--- config.mk ---
export PLATFORM = sky130hd
export DESIGN_NAME = utf8_text_validator_core
export DESIGN_NICKNAME = d
export VERILOG_FILES = /design/src/hw/rtl/utf8v_pkg.sv /design/src/hw/rtl/utf8_text_validator_core.sv /design/src/hw/rtl/utf8v_scan.sv
export SDC_FILE = /design/constraint.sdc
export NUM_CORES = 1
export LEC_CHECK = 0
export ABC_CLOCK_PERIOD_IN_PS = 5690
export BUFFER_PORTS_ARGS = -buffer_cell sky130_fd_sc_hd__buf_4
export CAP_MARGIN = 20
export CELL_PAD_IN_SITES_DETAIL_PLACEMENT = 2
export CELL_PAD_IN_SITES_GLOBAL_PLACEMENT = 2
export CORE_AREA = 2 2 80 67
export CTS_CLUSTER_SIZE = 24
export DETAILED_ROUTE_END_ITERATION = 6
export DIE_AREA = 0 0 82 69
export PLACE_DENSITY_LB_ADDON = 0.1
export SLEW_MARGIN = 20
export SYNTH_ARGS = -nofsm -noshare
export SYNTH_HDL_FRONTEND = slang
export SYNTH_HIERARCHICAL = 1
export SYNTH_SLANG_ARGS = --single-unit
--- constraint.sdc ---
create_clock -name clk -period 5.69 [get_ports clk]
set_input_delay 1.138 -clock clk [delete_from_list [all_inputs] [get_ports clk]]
set_output_delay 1.138 -clock clk [all_outputs]
set_load 0.01 [all_outputs]
--- src/hw/rtl/utf8v_pkg.sv ---
package utf8v_pkg;

	// Byte codes that mark lead bytes and control characters
	localparam logic [7:0] C0_LIMIT  = 8'h20;
	localparam logic [7:0] DEL_CHAR  = 8'h7f;
	localparam logic [7:0] C1_LOW    = 8'h80;
	localparam logic [7:0] C1_HIGH   = 8'h9f;
	localparam logic [7:0] ASCII_TOP = 8'h7f;
	localparam logic [7:0] LEAD2_LOW = 8'hc2;
	localparam logic [7:0] LEAD2_TOP = 8'hdf;
	localparam logic [7:0] LEAD3_LOW = 8'he0;
	localparam logic [7:0] LEAD3_TOP = 8'hef;
	localparam logic [7:0] LEAD4_LOW = 8'hf0;
	localparam logic [7:0] LEAD4_TOP = 8'hf4;

	// Code point limits
	localparam int unsigned POINT_W = 21;
	localparam logic [POINT_W-1:0] MIN_THREE  = 21'h000800;
	localparam logic [POINT_W-1:0] MIN_FOUR   = 21'h010000;
	localparam logic [POINT_W-1:0] SURR_LOW   = 21'h00d800;
	localparam logic [POINT_W-1:0] SURR_HIGH  = 21'h00dfff;
	localparam logic [POINT_W-1:0] POINT_MAX  = 21'h10ffff;

	// Sequence lengths
	localparam logic [2:0] LEN_ONE   = 3'd1;
	localparam logic [2:0] LEN_TWO   = 3'd2;
	localparam logic [2:0] LEN_THREE = 3'd3;
	localparam logic [2:0] LEN_FOUR  = 3'd4;

	typedef struct packed {
		logic [7:0] data_byte;
		logic       has_byte;
		logic       end_of_string;
	} item_t;

	typedef struct packed {
		logic utf8_ok;
		logic control_found;
	} verdict_t;

endpackage

--- src/hw/rtl/utf8_text_validator_core.sv ---
// UTF-8 text validator with control-character detection.
// Input channel: in_valid / in_stall carry one request per string byte
// (data_byte, has_byte, end_of_string). An item with has_byte low and
// end_of_string high ends a string without a byte; one with both low is idle.
// Output channel: out_valid / out_stall carry one verdict (utf8_ok,
// control_found) for each item marked end_of_string; other items give none.
// Throughput: one item per cycle while in_stall is low, set by the single
// scan stage that updates the decoder state once per byte.
// An accepted request is held in the input register, where the scan stage
// works on it; its verdict is then loaded into the result register.
// Reset (arst_n low) empties the input and output registers and clears the
// decoder state; each verdict also clears it for the next string.
// When out_stall holds a verdict, byte items keep flowing; only an end item
// waits in the input register, and in_stall rises until the verdict is taken.
module utf8_text_validator_core (
	input  logic       clk,
	input  logic       arst_n,
	input  logic       in_valid,
	output logic       in_stall,
	input  logic [7:0] data_byte,
	input  logic       has_byte,
	input  logic       end_of_string,
	output logic       out_valid,
	input  logic       out_stall,
	output logic       utf8_ok,
	output logic       control_found
);
	import utf8v_pkg::*;

	logic     valid_s1;
	item_t    item_s1;
	logic     out_free;
	logic     s1_go;
	verdict_t verdict;
	logic     out_valid_q;
	verdict_t verdict_q;

	// Move the held request on unless its verdict has nowhere to go
	assign out_free = !out_valid_q || !out_stall;
	assign s1_go    = valid_s1 && (!item_s1.end_of_string || out_free);
	assign in_stall = valid_s1 && !s1_go;

	// Input register
	always_ff @(posedge clk or negedge arst_n) begin
		if (!arst_n) begin
			valid_s1 <= 1'b0;
		end else if (!in_stall) begin
			valid_s1 <= in_valid;
		end
	end

	always_ff @(posedge clk) begin
		if (in_valid && !in_stall) begin
			item_s1.data_byte     <= data_byte;
			item_s1.has_byte      <= has_byte;
			item_s1.end_of_string <= end_of_string;
		end
	end

	utf8v_scan u_scan (
		.clk     (clk),
		.arst_n  (arst_n),
		.step    (s1_go),
		.item    (item_s1),
		.verdict (verdict)
	);

	// Result register: load a verdict, drop it once taken
	always_ff @(posedge clk or negedge arst_n) begin
		if (!arst_n) begin
			out_valid_q <= 1'b0;
		end else if (s1_go && item_s1.end_of_string) begin
			out_valid_q <= 1'b1;
		end else if (!out_stall) begin
			out_valid_q <= 1'b0;
		end
	end

	always_ff @(posedge clk) begin
		if (s1_go && item_s1.end_of_string) begin
			verdict_q <= verdict;
		end
	end

	assign out_valid     = out_valid_q;
	assign utf8_ok       = verdict_q.utf8_ok;
	assign control_found = verdict_q.control_found;

endmodule

--- src/hw/rtl/utf8v_scan.sv ---
module utf8v_scan (
	input  logic              clk,
	input  logic              arst_n,
	input  logic              step,
	input  utf8v_pkg::item_t  item,
	output utf8v_pkg::verdict_t verdict
);
	import utf8v_pkg::*;

	logic [1:0]         pend_q, pend_n;
	logic [2:0]         len_q, len_n;
	logic [POINT_W-1:0] point_q, point_n;
	logic               err_q, err_n;
	logic               ctrl_q, ctrl_n;
	logic               c2_q, c2_n;
	logic [7:0]         b;

	assign b = item.data_byte;

	// Work out the state after this byte
	always_comb begin
		pend_n  = pend_q;
		len_n   = len_q;
		point_n = point_q;
		err_n   = err_q;
		ctrl_n  = ctrl_q;
		c2_n    = c2_q;
		if (item.has_byte) begin
			// flag control characters on the raw byte stream
			if (b < C0_LIMIT || b == DEL_CHAR)
				ctrl_n = 1'b1;
			if (c2_q && b >= C1_LOW && b <= C1_HIGH)
				ctrl_n = 1'b1;
			c2_n = (b == LEAD2_LOW);
			// track the encoding until the first error
			if (!err_q) begin
				if (pend_q == 2'd0) begin
					if (b <= ASCII_TOP) begin
						len_n   = LEN_ONE;
						point_n = {13'd0, b};
					end else if (b >= LEAD2_LOW && b <= LEAD2_TOP) begin
						len_n   = LEN_TWO;
						point_n = {16'd0, b[4:0]};
						pend_n  = 2'd1;
					end else if (b >= LEAD3_LOW && b <= LEAD3_TOP) begin
						len_n   = LEN_THREE;
						point_n = {17'd0, b[3:0]};
						pend_n  = 2'd2;
					end else if (b >= LEAD4_LOW && b <= LEAD4_TOP) begin
						len_n   = LEN_FOUR;
						point_n = {18'd0, b[2:0]};
						pend_n  = 2'd3;
					end else begin
						err_n = 1'b1;
					end
				end else if (b[7:6] != 2'b10) begin
					err_n  = 1'b1;
					pend_n = 2'd0;
				end else begin
					point_n = {point_q[POINT_W-7:0], b[5:0]};
					pend_n  = pend_q - 2'd1;
					// check the finished code point
					if (pend_n == 2'd0) begin
						if ((len_q == LEN_THREE && point_n < MIN_THREE) ||
						    (len_q == LEN_FOUR && point_n < MIN_FOUR) ||
						    (point_n >= SURR_LOW && point_n <= SURR_HIGH) ||
						    point_n > POINT_MAX)
							err_n = 1'b1;
					end
				end
			end
		end
	end

	assign verdict.utf8_ok       = !err_n && (pend_n == 2'd0);
	assign verdict.control_found = ctrl_n;

	// Advance the state; clear it at the end of a string
	always_ff @(posedge clk or negedge arst_n) begin
		if (!arst_n) begin
			pend_q  <= '0;
			len_q   <= '0;
			point_q <= '0;
			err_q   <= 1'b0;
			ctrl_q  <= 1'b0;
			c2_q    <= 1'b0;
		end else if (step) begin
			if (item.end_of_string) begin
				pend_q  <= '0;
				len_q   <= '0;
				point_q <= '0;
				err_q   <= 1'b0;
				ctrl_q  <= 1'b0;
				c2_q    <= 1'b0;
			end else begin
				pend_q  <= pend_n;
				len_q   <= len_n;
				point_q <= point_n;
				err_q   <= err_n;
				ctrl_q  <= ctrl_n;
				c2_q    <= c2_n;
			end
		end
	end

endmodule
; After elaboration in Yosys (flattened, before gate mapping)
; Index checks and enable logic that the tools add are counted.
[word_totals]
regBits = 37
out_inout_bits = 4
word_cells = 117
[op_classes]
addsub = 1
magnitude_cmp = 15
n_eq_ne = 9
muxes = 45
n_reduce_logical = 34
[ops]
columns = op, n
row1 = $mux W15, 9
row2 = $ge A8 B8 Y1 const B, 4
row3 = $le A8 B8 Y1 const B, 4
row4 = $mux W3, 8
row5 = $ge A21 B16 Y1 const B, 1
row6 = $gt A21 B21 Y1 const B, 1
row7 = $le A21 B16 Y1 const B, 1
row8 = $lt A21 B12 Y1 const B, 1
row9 = $lt A21 B17 Y1 const B, 1
row10 = $mux W1, 19
row11 = $mux W2, 9
row12 = $logic_and A1 B1 Y1, 13
row13 = $reduce_and A5 Y1, 2
row14 = $eq A8 B7 Y1 const B, 1
row15 = $eq A8 B8 Y1 const B, 1
row16 = $le A8 B7 Y1 const B, 1
row17 = $lt A8 B6 Y1 const B, 1
row18 = $logic_not A1 Y1, 6
row19 = $logic_not A2 Y1, 3
row20 = $logic_or A1 B1 Y1, 6
row21 = $ne A6 B6 Y1 const B, 1
row22 = $reduce_bool A5 Y1, 1
row23 = $ne A2 B2 Y1 const B, 2
row24 = $reduce_bool A2 Y1, 2
row25 = other kinds (6), 6

; Depth between registers and ports, before layout
[depth]
word_depth = 13
ltp_mapped = 9
depth_no_buf = 7

; Hierarchy
; The synthesis kept the hierarchy.
[by_module_without_submodules]
columns = module, n_inst, cells_each, area_per_inst_um2, seq_area_each_um2
row1 = utf8v_scan, 1, 165, 1475.2, 575.6
row2 = utf8_text_validator_core, 1, 24, 465.4, 410.4

; Least setup slack after synthesis
; No wires, ideal clock.
[synth_timing]
kind = input to output
startpoint = input out_stall
endpoint = output in_stall
arrival_time_ns = 1.339
slack_ns = 3.213
path_stages = 2
path_buffers = 0
cell_sequence = nand4_2 > inv_1
[synth_between]
elab_chain_cells = 6
[synth_rtl]
columns = item, line_no
row1 = "start, declared", utf8_text_validator_core.sv:24  ; input logic out_stall,
row2 = $logic_not A1 Y1, n/a
row3 = $logic_or A1 B1 Y1, utf8_text_validator_core.sv:39  ; assign out_free = !out_valid_q || !out_stall;
row4 = $logic_or A1 B1 Y1, utf8_text_validator_core.sv:40  ; assign s1_go = valid_s1 && (!item_s1.end_of_string || out_free);
row5 = $logic_and A1 B1 Y1, utf8_text_validator_core.sv:40
row6 = $logic_not A1 Y1, utf8_text_validator_core.sv:41  ; assign in_stall = valid_s1 && !s1_go;
row7 = $logic_and A1 B1 Y1, utf8_text_validator_core.sv:41
row8 = "end, declared", utf8_text_validator_core.sv:19  ; output logic in_stall,
; Every way passes these cells.

; Final worst setup path
[layout_timing]
startpoint = register item_s1[0] in the netlist's numbering
endpoint = output in_stall
[layout_between]
elab_chain_cells = 5
[layout_rtl]
columns = item, line_no
row1 = "start, declared", utf8_text_validator_core.sv:31  ; item_t item_s1;
row2 = $logic_not A1 Y1, utf8_text_validator_core.sv:40
row3 = $logic_or A1 B1 Y1, utf8_text_validator_core.sv:40
row4 = $logic_and A1 B1 Y1, utf8_text_validator_core.sv:40
row5 = $logic_not A1 Y1, utf8_text_validator_core.sv:41
row6 = $logic_and A1 B1 Y1, utf8_text_validator_core.sv:41
; Every way passes these cells.

==> qor.csv <==
stage,metric,value,unit
synth,Syn Nets,205,
pwr,Pleak,0.890,nW
die,I/O pin count,18,
final_layout,final net count,219,
global_route,total gr overflow,0,
synth,asr flop ratio synth,0.676,
final_layout,FF/Latch Area,986,um^2
synth,cells after synthesis,189,
synth,Netlist cell types,54,
synth,post-synthesis simple-gate area fraction,0.198,
synth,sequential share of the synthesized area,0.508,
timing,final setup TNS,0,ps
place,GPL Wtd Cong,0.768,
clock_tree,TritonCTS buffer count,5,
synth,"EDFF count, synth",12,
detailed_routing,Detailed Route WL,5570,um
synth,post-synthesis mux area share,0.00580,
timing,Worst Clk Skew,5.40,ps
global_route,GRT Overall Usage,0.212,
die,Chip Width,82,um
die,Initial Util,0.401,
synth,register bit total from synthesis,37,
timing,Slew headroom,0.437,
clock_tree,Post-CTS Setup Bufs,0,
clock_tree,CTS HTree Levels,2,
final_layout,number of diodes,0,
worst_setup_path,r2r setup slk,3150,ps
final_layout,area grow syn2layout,12.8,%
synth,Compound-Gate Fraction of Synth Area,0.209,
synth,commonest register cell after synthesis,dfrtp_1,
clock_tree,clock root cell,clkbuf_8,
synth,Synth Area in Adders,0.0129,
synth,post-synthesis xor/xnor area fraction,0.00451,
detailed_routing,first-pass iteration count of the detailed router,4,
min_path,hold depth,1,
detailed_routing,# DRC,0,
final_layout,# fillers,515,
clock_tree,clk sink count,37,
min_path,hold path start,u_scan/point_q[4]$_DFFE_PN0P_,
worst_setup_path,Reg2Reg Depth,7,
outcome,status,completed,
detailed_routing,Final ANT Viol Nets,0,
final_layout,Multi-input gate area,841,um^2
run,max_cap viols,0,
worst_setup_path,CP arrival,1630,ps
die,core area,4830,um^2
pwr,PD cells,296,nW/um^2
die,die height,69,um
timing,hold_ws,507,ps
synth,Ys Warns,6,
timing,Max Clock Freq,361,MHz
detailed_routing,Vias,1599,
die,full die area,5660,um^2
clock_tree,post_cts resized,0,
global_route,vias in the first global route,1665,
timing,post-route minimum period,2770,ps
timing,Fin. Hold Viols,0,
timing,RSZ-0062 raised after global routing,no,
min_path,hold endpoint,u_scan/point_q[10]$_DFFE_PN0P_,
clock_tree,Worst-Skew Late Latency,290,ps
synth,Synth Cell Area,1940,um^2
clock_tree,CTS tree,built,
worst_setup_path,critical path class,reg2out,
global_route,initial antenna violation count,0,
clock_tree,CTS clock-pin slew for the worst setup and hold paths,80,ps
global_route,first-pass GRT wire length,8950,um
detailed_routing,drt via density,6.01,
pwr,Peak VDD IR,0.152,mV
clock_tree,CTS Hold Bufs,0,
pwr,Power Total,0.647,mW
die,row count,23,
detailed_routing,drt wl/cell,20.9,um
timing,Worst-Margin Slew,845,ps
clock_tree,Max clock buf depth,2,
worst_setup_path,reg2reg end,u_scan/point_q[4]$_DFFE_PN0P_,
worst_setup_path,reg2reg start,u_scan/pend_q[0]$_DFFE_PN0P_,
global_route,largest net degree at the start of global routing,26,
worst_setup_path,CP Capture Type,output pin,
timing,final slew viol count,0,
final_layout,share of layout cells above drive strength 1,0.191,
timing,"Setup violations, final",0,
synth,main combinational cell family by area after synthesis,compound AO/OA/AOI/OAI gates,
min_path,HP Class,reg2reg,
place,dpl hpwl,4050,um
final_layout,fin util,0.453,
worst_setup_path,crit-path max FO,25,
worst_setup_path,Required @ worst endpoint,4550,ps
place,port bufs,17,
detailed_routing,Iter 0 DRT Violations,81,
synth,"Avg Cell Area, Syn",10.3,um^2
worst_setup_path,CP startpoint kind,flop,
timing,final worst path period share,0.486,
## cell type report
| cell class | instances | area share |
|---|---|---|
| clock buffer | 6 | 0.0331 |
| multi-input combinational | 124 | 0.384 |
| tap | 62 | 0.0354 |
| inverter | 17 | 0.0291 |
| timing repair buffer | 18 | 0.0617 |
| clock inverter | 2 | 0.00629 |
| sequential | 37 | 0.450 |
## through the flow
step           instance area, um^2  worst slack, ps  std cells
3_3_place_gp                  2100             2970        258
3_5_place_dp                  2100             2840        258
2_1_floorplan                 1940             3210        189
6_report                      2190             2920        266
5_1_grt                       2190             2780        266
4_1_cts                       2190             2870        266
## worst max-delay path, cell delays in order, from the launching register on
cell	delay (ps)
edfxtp_1	900
nand4_2	220
inv_1	100
buf_4	120
## Yosys cell counts, drive strengths merged, types with 2 or more instances
master | n | area, um^2
a211oi | 2 | 20.0
o22ai | 6 | 43.8
nand4 | 5 | 37.5
nand2 | 13 | 48.8
nor4b | 3 | 32.5
nor2 | 9 | 33.8
a22o | 8 | 70.1
nor2b | 5 | 31.3
inv | 17 | 63.8
o21a | 3 | 22.5
o211ai | 2 | 15.0
dfrtp | 25 | 626
a31oi | 2 | 12.5
or3 | 7 | 47.5
clkbuf | 6 | 23.8
nand2b | 5 | 31.3
buf | 5 | 32.5
nand3 | 7 | 35.0
o21ai | 5 | 28.8
nor4 | 3 | 18.8
ha | 2 | 25.0
edfxtp | 12 | 360
o221ai | 7 | 61.3
a22oi | 2 | 15.0
a21oi | 9 | 45.0
## cells by family (layout without fill, tap and decap cells)
family,after synthesis,count (layout)
AOI/OAI and AO/OA,54,54
xor gates and xnor gates,1,1
adders and majority gates,2,2
buffers and inverters,28,43
DFF,37,37
muxes,1,1
and+or+nand+nor,66,66
## registers in the layout (all words and copies together) (netlist names), 2 cells and up
signal,flops
item_s1,10
u_scan/pend_q,2
u_scan/point_q,15
u_scan/len_q,3
## worst max path at each step
stage                         start  depth (start not counted)                             end
6_report       item_s1[0]$_DFFE_PP_                          3                        in_stall
5_1_grt        item_s1[0]$_DFFE_PP_                          3                        in_stall
4_1_cts        item_s1[0]$_DFFE_PP_                          3                        in_stall
3_5_place_dp              out_stall                          6  u_scan/point_q[11]$_DFFE_PN0P_
2_1_floorplan             out_stall                          2                        in_stall
3_3_place_gp              out_stall                          6  u_scan/point_q[14]$_DFFE_PN0P_
## power by group
part           switching (mW)  internal [mW]
Clock                  0.0982         0.0867
Combinational          0.0732         0.0521
Sequential             0.0327          0.304
## layer usage
| layer | global-route usage | vias to the layer above | routed length, um |
|---|---|---|---|
| met5 | 0 | - | 0 |
| met2 | 0.338 | 31 | 2700 |
| li1 | - | 735 | - |
| met1 | 0.298 | 828 | 2650 |
| met4 | 0.0500 | 0 | 39 |
| met3 | 0.0406 | 5 | 182 |
## cells in the final DEF, fill, tap and decap left out, types with 2 or more instances in the layout
cell type	netlist	routed
inv_1	17	17
nand3_1	7	7
o22ai_1	5	5
dfrtp_1	25	25
a22oi_1	2	2
o221ai_1	7	7
nor2b_1	5	5
edfxtp_1	12	12
or3_1	4	4
o211ai_1	2	2
nand2_1	13	13
ha_1	2	2
clkbuf_8	0	5
a21oi_1	9	9
a22o_1	8	8
nand4_1	4	4
nor4_1	3	3
o21a_1	3	3
nand2b_1	5	5
buf_4	1	18
nor4b_1	2	2
nor2_1	9	9
o21ai_0	4	4
or3_2	3	3
(Power assumes the default switching activity.)
